==> src/rtl/sst_pkg.sv <==
package sst_pkg;

    localparam int TAG_W    = 32;
    localparam int POINTS_W = 16;
    localparam int TIME_W   = 16;
    localparam int RANK_W   = 5;

    typedef struct packed {
        logic                valid;
        logic [TAG_W-1:0]    tag;
        logic [POINTS_W-1:0] points;
        logic [TIME_W-1:0]   time_s;
    } sst_entry_t;

endpackage

==> src/rtl/sst_cell.sv <==
module sst_cell
    import sst_pkg::*;
(
    input  logic       clk,
    input  logic       rst_n,
    input  logic       load,
    input  sst_entry_t new_entry,
    input  sst_entry_t left_entry,
    input  logic       left_outranks,
    output sst_entry_t entry,
    output logic       outranks
);

    logic                valid_reg;
    logic                valid_next;
    logic [TAG_W-1:0]    tag_reg;
    logic [TAG_W-1:0]    tag_next;
    logic [POINTS_W-1:0] points_reg;
    logic [POINTS_W-1:0] points_next;
    logic [TIME_W-1:0]   time_reg;
    logic [TIME_W-1:0]   time_next;

    // strictly ahead of the word being inserted
    assign outranks = valid_reg &&
        ((points_reg != new_entry.points) ? (points_reg > new_entry.points)
                                          : (time_reg < new_entry.time_s));

    always_comb
    begin
        valid_next  = valid_reg;
        tag_next    = tag_reg;
        points_next = points_reg;
        time_next   = time_reg;
        if (load && !outranks)
        begin
            if (left_outranks)
            begin
                valid_next  = 1'b1;
                tag_next    = new_entry.tag;
                points_next = new_entry.points;
                time_next   = new_entry.time_s;
            end
            else
            begin
                valid_next  = left_entry.valid;
                tag_next    = left_entry.tag;
                points_next = left_entry.points;
                time_next   = left_entry.time_s;
            end
        end
    end

    always_ff @(posedge clk or negedge rst_n)
    begin
        if (!rst_n)
        begin
            valid_reg <= 1'b0;
        end
        else
        begin
            valid_reg <= valid_next;
        end
    end

    always_ff @(posedge clk)
    begin
        tag_reg    <= tag_next;
        points_reg <= points_next;
        time_reg   <= time_next;
    end

    assign entry.valid  = valid_reg;
    assign entry.tag    = tag_reg;
    assign entry.points = points_reg;
    assign entry.time_s = time_reg;

endmodule

==> src/rtl/sorted_score_table_insert.sv <==
// Sorted score table, insert only.
// A word (tag, points, time_s) is taken at a rising edge with start high and
// busy low. busy is always low: a new word may follow in every cycle.
// The table is a row of TABLE_DEPTH cells. Every cell compares its entry with
// the incoming keys in the accept cycle; cells that do not outrank it either
// load the new word or take their left neighbor's entry, so the whole table
// is updated at the accept edge and the next word sees it.
// Ordering: points descending, then time ascending; a new word goes ahead of
// entries tied on both keys. When full, the last entry falls off, or the new
// word is dropped if it ranks last.
// Result: done is high for one cycle, after the accept edge has passed the
// compare stage and the rank encode stage, with rank (0 is top, TABLE_DEPTH
// low 5 bits if not placed) and dropped. One result per word, in order. The
// receiver cannot stall, results are never held.
// Reset clears all valid bits and the result pipeline; the table is empty.
module sorted_score_table_insert
    import sst_pkg::*;
#(
    parameter int TABLE_DEPTH = 16
)
(
    input  logic                clk,
    input  logic                rst_n,
    input  logic                start,
    output logic                busy,
    input  logic [TAG_W-1:0]    tag,
    input  logic [POINTS_W-1:0] points,
    input  logic [TIME_W-1:0]   time_s,
    output logic                done,
    output logic [RANK_W-1:0]   rank,
    output logic                dropped
);

    localparam int IDX_W = $clog2(TABLE_DEPTH + 1);

    sst_entry_t                 new_entry;
    sst_entry_t                 cell_entry [TABLE_DEPTH];
    logic [TABLE_DEPTH-1:0]     cell_out;
    logic [TABLE_DEPTH-1:0]     cell_vld;
    logic [TABLE_DEPTH:0]       hot;
    logic                       load;

    logic                       s1_valid_reg;
    logic [TABLE_DEPTH:0]       hot_reg;
    logic                       full_reg;
    logic [IDX_W-1:0]           idx;
    logic                       done_reg;
    logic [RANK_W-1:0]          rank_reg;
    logic [RANK_W-1:0]          rank_next;
    logic                       dropped_reg;

    assign busy = 1'b0;
    assign load = start && !busy;

    assign new_entry.valid  = 1'b1;
    assign new_entry.tag    = tag;
    assign new_entry.points = points;
    assign new_entry.time_s = time_s;

    genvar gi;
    generate
        for (gi = 0; gi < TABLE_DEPTH; gi++)
        begin : g_cell
            if (gi == 0)
            begin : g_head
                sst_cell u_cell (
                    .clk           (clk),
                    .rst_n         (rst_n),
                    .load          (load),
                    .new_entry     (new_entry),
                    .left_entry    (new_entry),
                    .left_outranks (1'b1),
                    .entry         (cell_entry[gi]),
                    .outranks      (cell_out[gi])
                );
                assign hot[gi] = !cell_out[gi];
            end
            else
            begin : g_body
                sst_cell u_cell (
                    .clk           (clk),
                    .rst_n         (rst_n),
                    .load          (load),
                    .new_entry     (new_entry),
                    .left_entry    (cell_entry[gi-1]),
                    .left_outranks (cell_out[gi-1]),
                    .entry         (cell_entry[gi]),
                    .outranks      (cell_out[gi])
                );
                assign hot[gi] = !cell_out[gi] && cell_out[gi-1];
            end
            assign cell_vld[gi] = cell_entry[gi].valid;
        end
    endgenerate

    assign hot[TABLE_DEPTH] = cell_out[TABLE_DEPTH-1];

    // one-hot insert point to index
    always_comb
    begin
        idx = '0;
        for (int i = 0; i <= TABLE_DEPTH; i++)
        begin
            if (hot_reg[i])
            begin
                idx = idx | IDX_W'(i);
            end
        end
        rank_next = RANK_W'(idx);
    end

    always_ff @(posedge clk or negedge rst_n)
    begin
        if (!rst_n)
        begin
            s1_valid_reg <= 1'b0;
            done_reg     <= 1'b0;
        end
        else
        begin
            s1_valid_reg <= load;
            done_reg     <= s1_valid_reg;
        end
    end

    always_ff @(posedge clk)
    begin
        hot_reg     <= hot;
        full_reg    <= cell_vld[TABLE_DEPTH-1];
        rank_reg    <= rank_next;
        dropped_reg <= full_reg;
    end

    assign done    = done_reg;
    assign rank    = rank_reg;
    assign dropped = dropped_reg;

`ifndef SYNTH
    a_done_latency: assert property (@(posedge clk) disable iff (!rst_n)
        done |-> $past(s1_valid_reg))
        else $error("result strobe without a word two cycles before");

    a_hot_onehot: assert property (@(posedge clk) disable iff (!rst_n)
        s1_valid_reg |-> $onehot(hot_reg))
        else $error("insert point not one-hot");

    a_valid_prefix: assert property (@(posedge clk) disable iff (!rst_n)
        (((TABLE_DEPTH+1)'(cell_vld) + 1'b1) & (TABLE_DEPTH+1)'(cell_vld)) == '0)
        else $error("valid entries do not form a prefix");

    a_fill_one: assert property (@(posedge clk) disable iff (!rst_n)
        !load |=> $stable(cell_vld))
        else $error("table changed without an insert");
`endif

endmodule

==> config.mk <==
export PLATFORM = sky130hd
export DESIGN_NAME = sorted_score_table_insert
export DESIGN_NICKNAME = d
export VERILOG_FILES = /design/src/rtl/sst_pkg.sv /design/src/rtl/sst_cell.sv /design/src/rtl/sorted_score_table_insert.sv
export SDC_FILE = /design/constraint.sdc
export NUM_CORES = 1
export LEC_CHECK = 0
export BUFFER_PORTS_ARGS = -buffer_cell sky130_fd_sc_hd__buf_2
export CORE_MARGIN = 5
export CORE_UTILIZATION = 60
export CTS_CLUSTER_SIZE = 40
export DETAILED_ROUTE_END_ITERATION = 16
export HOLD_SLACK_MARGIN = 0.05
export PLACE_DENSITY = 0.77
export SETUP_SLACK_MARGIN = 0.5
export SYNTH_ARGS = -nofsm -noshare
export SYNTH_HDL_FRONTEND = slang
export SYNTH_SLANG_ARGS = --single-unit
==> constraint.sdc <==
create_clock -name clk -period 4.5 [get_ports clk]
set_input_delay 0.45 -clock clk [delete_from_list [all_inputs] [get_ports clk]]
set_output_delay 0.45 -clock clk [all_outputs]
set_load 0.005 [all_outputs]
== After elaboration in Yosys (flattened, before gate mapping) ==
Cells that the tools add are included.
W data, S select, Z words.

* Order comparisons: 32
* Equal/unequal tests: 16
* Muxes and demuxes: 76
* Reduce and logical (&&, ||, !) cells: 63

{| class="wikitable"
|+ Operators by type and width
! operator !! count
|-
| $mux W16 || 30
|-
| $gt A16 B16 Y1 || 16
|-
| $lt A16 B16 Y1 || 16
|-
| $ne A16 B16 Y1 || 16
|-
| $logic_and A1 B1 Y1 || 47
|-
| $mux W1 || 32
|-
| $mux W4 || 8
|-
| $logic_not A1 Y1 || 16
|-
| $mux W3 || 4
|-
| $mux W2 || 2
|}

* Register bits after elaboration: 554
* Bits of input ports: 67

== Longest topological paths before layout ==
* Word-level depth: 15
* Mapped depth: 12
* Gate-level depth less buffers: 9

== By module ==
Synthesis repeated with hierarchy kept, for this count alone.

* Cell total of the unflattened synthesis: 4,120
* Area total of the unflattened synthesis: 57,148.6 um2

{| class="wikitable"
|+ By module, submodules not included
! module !! times used !! cells each !! area an instance (um2)
|-
| sst_cell (g_cell[0].g_head.u_cell ...) || 14 || 254 || 3,529.6
|-
| sst_cell (g_cell[8].g_body.u_cell ...) || 2 || 255 || 3,524.6
|-
| sorted_score_table_insert || 1 || 54 || 684.4
|}

== Worst setup path before layout ==
OpenSTA, ideal clock, no wires.

* Path kind: input port to flip-flop
* From: input port points[1]
* To: register g_cell[10].g_body.u_cell.points_reg[0], enable pin
* Library setup time: 0.425 ns
* Data arrival time: 4.070 ns
* Required time: 4.075 ns
* Slack: 0.005 ns
* Cell stages on the path: 11
* Path buffers: 2
* Path through: clkbuf_1 -> inv_1 -> ha_1 -> nor2b_1 -> o211ai_2 -> a211oi_1 -> or4_4 -> o31ai_4 -> a21oi_4 -> buf_6 -> nor2b_1

* Longest elaborated chain between the ends: 5
* Elaborated cells on any way between the ends: 6
* Those cells by class: order compare: 1; eq/ne: 1; mux: 1; reduce/logical: 3

{| class="wikitable"
|+ Ends and longest elaborated chain
! what !! RTL line !! RTL
|-
| from (decl) || sorted_score_table_insert.sv:27 || <nowiki>input logic [POINTS_W-1:0] points,</nowiki>
|-
| $gt A16 B16 Y1 or $ne A16 B16 Y1 (tied branches) || sst_cell.sv:25 || <nowiki>((points_reg != new_entry.points) ? (points_reg > new_entry.points)</nowiki>
|-
| $mux W1 (*) || sst_cell.sv:25 ||
|-
| $logic_and A1 B1 Y1 (*) || sst_cell.sv:24 || <nowiki>assign outranks = valid_reg &&</nowiki>
|-
| $logic_not A1 Y1 (*) || sst_cell.sv:34 || <nowiki>if (load && !outranks)</nowiki>
|-
| $logic_and A1 B1 Y1 (*) || sst_cell.sv:34 ||
|-
| to (signal assigned) || sst_cell.sv:68 || <nowiki>points_reg <= points_next;</nowiki>
|-
| to (decl) || sst_cell.sv:18 || <nowiki>logic [POINTS_W-1:0] points_reg;</nowiki>
|}

Mark *: on every way between the ends. The rest lies on a longest branch, timed or not.
A chain may end at the register's enable or synchronous reset.

== Worst setup path after layout ==
* From: input port points[13]
* To: register g_cell[6].g_body.u_cell.time_reg[7], data pin

* Longest elaborated chain between the ends: 4
* Elaborated cells on any way between the ends: 5
* Those cells by class: order compare: 1; eq/ne: 1; mux: 2; reduce/logical: 1

{| class="wikitable"
|+ Ends and longest elaborated chain
! what !! RTL line !! RTL
|-
| $gt A16 B16 Y1 or $ne A16 B16 Y1 (tied branches) || sst_cell.sv:25 ||
|-
| $mux W1 (*) || sst_cell.sv:25 ||
|-
| $logic_and A1 B1 Y1 (*) || sst_cell.sv:24 ||
|-
| $mux W16 (*) || sst_cell.sv:36 || <nowiki>if (left_outranks)</nowiki>
|-
| to (signal assigned) || sst_cell.sv:69 || <nowiki>time_reg <= time_next;</nowiki>
|-
| to (decl) || sst_cell.sv:20 || <nowiki>logic [TIME_W-1:0] time_reg;</nowiki>
|}

Marks and branches as above.

==> flow_metrics.tcl <==
set metrics [dict create \
    timing.hold.ws_ns 0.2756 \
    synth_seq_cells 553 \
    syn_area_um2 34010 \
    clkTransAtPathRegs_ns 0.06 \
    power_leakage_nw 14.96 \
    io_pins 75 \
    power_frac_seq_pct 42.1 \
    clock_power_share_pct 26.5 \
    first_global_vias 22570 \
    critPathLaunchType "primary input" \
    die_h_um 248.1 \
    worst_path_largest_cell_delay_ns 0.59 \
    die_w_um 248.1 \
    drive_above_1_share_pct 27.13 \
    syn_to_final_growth_pct 10.44 \
    wl_per_cell_um 20.90 \
    endpoint_kind "register" \
    setup_viol 0 \
    synth.avg_cell_area_um2 13.53 \
    dp_hpwl_um 56660 \
    synth_edf_count 512 \
    powerDensity_nw_per_um2 507.4 \
    htreeDepth 2 \
    comb_power_share_pct 31.5 \
    clock_skew_ns 0.02201 \
    grt_pass1_wl_um 115800 \
    finalHoldViolations 0 \
    max_freq_mhz 286.5 \
    die_area_um2 61550 \
    status "complete, no violations" \
    place_congestion 0.8585 \
    portBuffers 41 \
    ys_warn_count 0 \
    cts_root_buffer "clkbuf_16" \
    antenna_found_initial 5 \
    pre_cts_ws_ns 0.3921 \
    grtUsageTotal_pct 23.54 \
    vias_per_cell 6.144 \
    netlist.area_leader.share_pct 45.21 \
    clock_sinks 553 \
    overflow 0 \
    synth_cell_types 67 \
    cap_violations 0 \
    cts_resized 0 \
    netlist_instances 2513 \
    layout_commonest_cell "edfxtp_1" \
    cp_data_arrival_time_ns 3.87 \
    path_delay_family "simple AND/OR/NAND/NOR gates" \
    drt_iter0_drc 1266 \
    rr_startpoint "g_cell[5].g_body.u_cell.points_reg[14]" \
    worst_pin_slew_ns 0.8834 \
    cts_made_buffers 59 \
    drc 0 \
    fin_ws_ns 1.010 \
    synth_nets 3076 \
    cts.path.max_buffers 3 \
    intPower_w 0.01342 \
    wl_um 72250 \
    fin_crit_ns 3.490 \
    p_sw_share_pct 29.57 \
    required_ns 4.88 \
    path_max_fanout 19 \
    clock_latency_ns 0.63 \
    dr_total_vias 21240 \
    synth_area_leaders "edfxtp_1 (45%), ha_1 (18%), mux2_2 (12%), mux2_4 (3.7%), a21oi_1 (2.6%)" \
    irDropWorstVdd_mv 0.3471 \
    relSlewSlack_pct 41.11 \
    layout_common_cells "edfxtp_1 (512), ha_1 (496), mux2_2 (365)" \
    floorplan.rows 87 \
    hold_class "in2reg" \
    drv_slew 0 \
    yosysTopAreaCell "edfxtp_1" \
    p_sw_w 0.005636 \
    worstSetupPathType "in2reg" \
    async_flop_share_pct 3.255 \
    synthFlopType "edfxtp_1" \
    startpoint "points[13]" \
    crit_buf_inv 3 \
    min_period_over_period_pct 77.56 \
    seq_area_frac_synth_pct 47.88 \
    slowest_stage "or4_4" \
    rsz0062_at_grt "no" \
    ant_nets 0 \
    num-nets-final 3207 \
    path_cells "buf_2 -> inv_1 -> ha_1 -> nand4_1 -> or4_4 -> nor2_1 -> nand2_1 -> a21o_1 -> nand4_4 -> buf_4 -> mux2_2" \
    final.setup.tns_ns 0 \
    hp-start "time_s[3]" \
    grt_max_degree 43 \
    cts_tree "yes" \
    coreArea_um2 56280 \
    drtPass1Iterations 5 \
    initial_utilization_pct 60.43 \
]
-- synth_stat cells, types with 4 or more instances --
cell type	count
edfxtp_1	512
ha_1	496
mux2_2	365
a21oi_1	179
nand2_1	93
mux2_4	83
nand4_1	82
o21ai_0	78
nor2_1	68
nand3_1	62
inv_1	59
nor2b_1	39
clkbuf_1	36
a21o_1	35
buf_6	32
mux2_1	32
dfxtp_1	23
nor3_1	20
dfrtp_1	18
a211oi_1	15
and4_1	14
o21ai_1	12
a221o_1	10
buf_4	10
nand2b_1	10
a211o_1	9
and2_1	9
a2111oi_0	7
a221oi_1	7
nor4_1	7
o31ai_1	7
buf_2	6
mux2i_1	6
o211ai_1	6
a31oi_4	5
nand4_4	5
nor4_2	5
o211ai_2	4
o21a_1	4
or4_4	4
-- metal layers --
metal	track usage, %	share of wire (%)	vias up	wire, um
met5	0	0	-	0
met4	7.278	2.9	0	2123
met3	3.251	4.1	127	2954
met2	41.85	50	449	35970
met1	30.02	43	10500	31200
li1	-	-	10160	-
-- power by group through the flow --
stage          clock network (W)  logic (W)  registers (W)
6_report                 0.00505    0.00599        0.00802
5_1_grt                  0.00532    0.00662        0.00815
4_1_cts                  0.00510    0.00602        0.00801
3_5_place_dp                   0    0.00596        0.00810
3_3_place_gp                   0    0.00563        0.00801
2_1_floorplan                  0    0.00476        0.00790
-- worst reg2reg max path, stage by stage (launching register included) --
cell and delay [ns]:
edfxtp_1 0.40, ha_1 0.34, nand4_1 0.15, or4_4 0.59, nor2_1 0.20, nand2_1 0.09, a21o_1 0.18, nand4_4 0.27
buf_4 0.31, mux2_2 0.38
-- timing repair --
action | 4_1_cts | 5_1_grt
hold endpoints to repair | 18 | 0
hold buffers | 1 | 0
buffers inserted | 0 | 0
-- cells by family after synthesis --
family	Yosys count	share of synthesized area, %
flops	553	47.88
buf+inv	144	2.428
fa+ha+maj	496	18.25
mux	486	16.99
compound gates	401	7.439
other cells	1	0.01103
simple gates	432	7.005
-- area by class of cell --
| cell class | count | area, um^2 |
|---|---|---|
| sequential | 553 | 16290 |
| antenna | 7 | 17.52 |
| inverter | 60 | 225.2 |
| clock inverter | 22 | 225.2 |
| timing repair buffer | 154 | 1119 |
| tap | 756 | 945.9 |
| multi-input combinational | 1816 | 16950 |
| fill | 3850 | 18720 |
| clock buffer | 89 | 1797 |
-- per-stage QoR --
step	instance area (um^2)	total power [W]	utilization [%]	cells
floorplan	34030	0.01266	-	2513
global placement	35510	0.01364	63.10	3338
detailed placement	35510	0.01406	63.10	3338
CTS	37540	0.01913	66.71	3450
global route	37550	0.02009	66.73	3454
finish	37560	0.01906	66.74	3457
-- worst paths after layout --
path	end	slack, ns	cells past startpoint
worst min register to register	rank[4]	0.33	0
min in group asynchronous	g_cell[7].g_body.u_cell.valid_reg	0.35	2
worst min-delay path	g_cell[0].g_head.u_cell.time_reg[3]	0.28	1
worst max-delay path	g_cell[6].g_body.u_cell.time_reg[7]	1.01	11
max in group asynchronous	g_cell[2].g_body.u_cell.valid_reg	3.77	2
worst max register to register	g_cell[6].g_body.u_cell.time_reg[7]	1.37	9
Note: power is estimated with default switching activity, not from simulation.
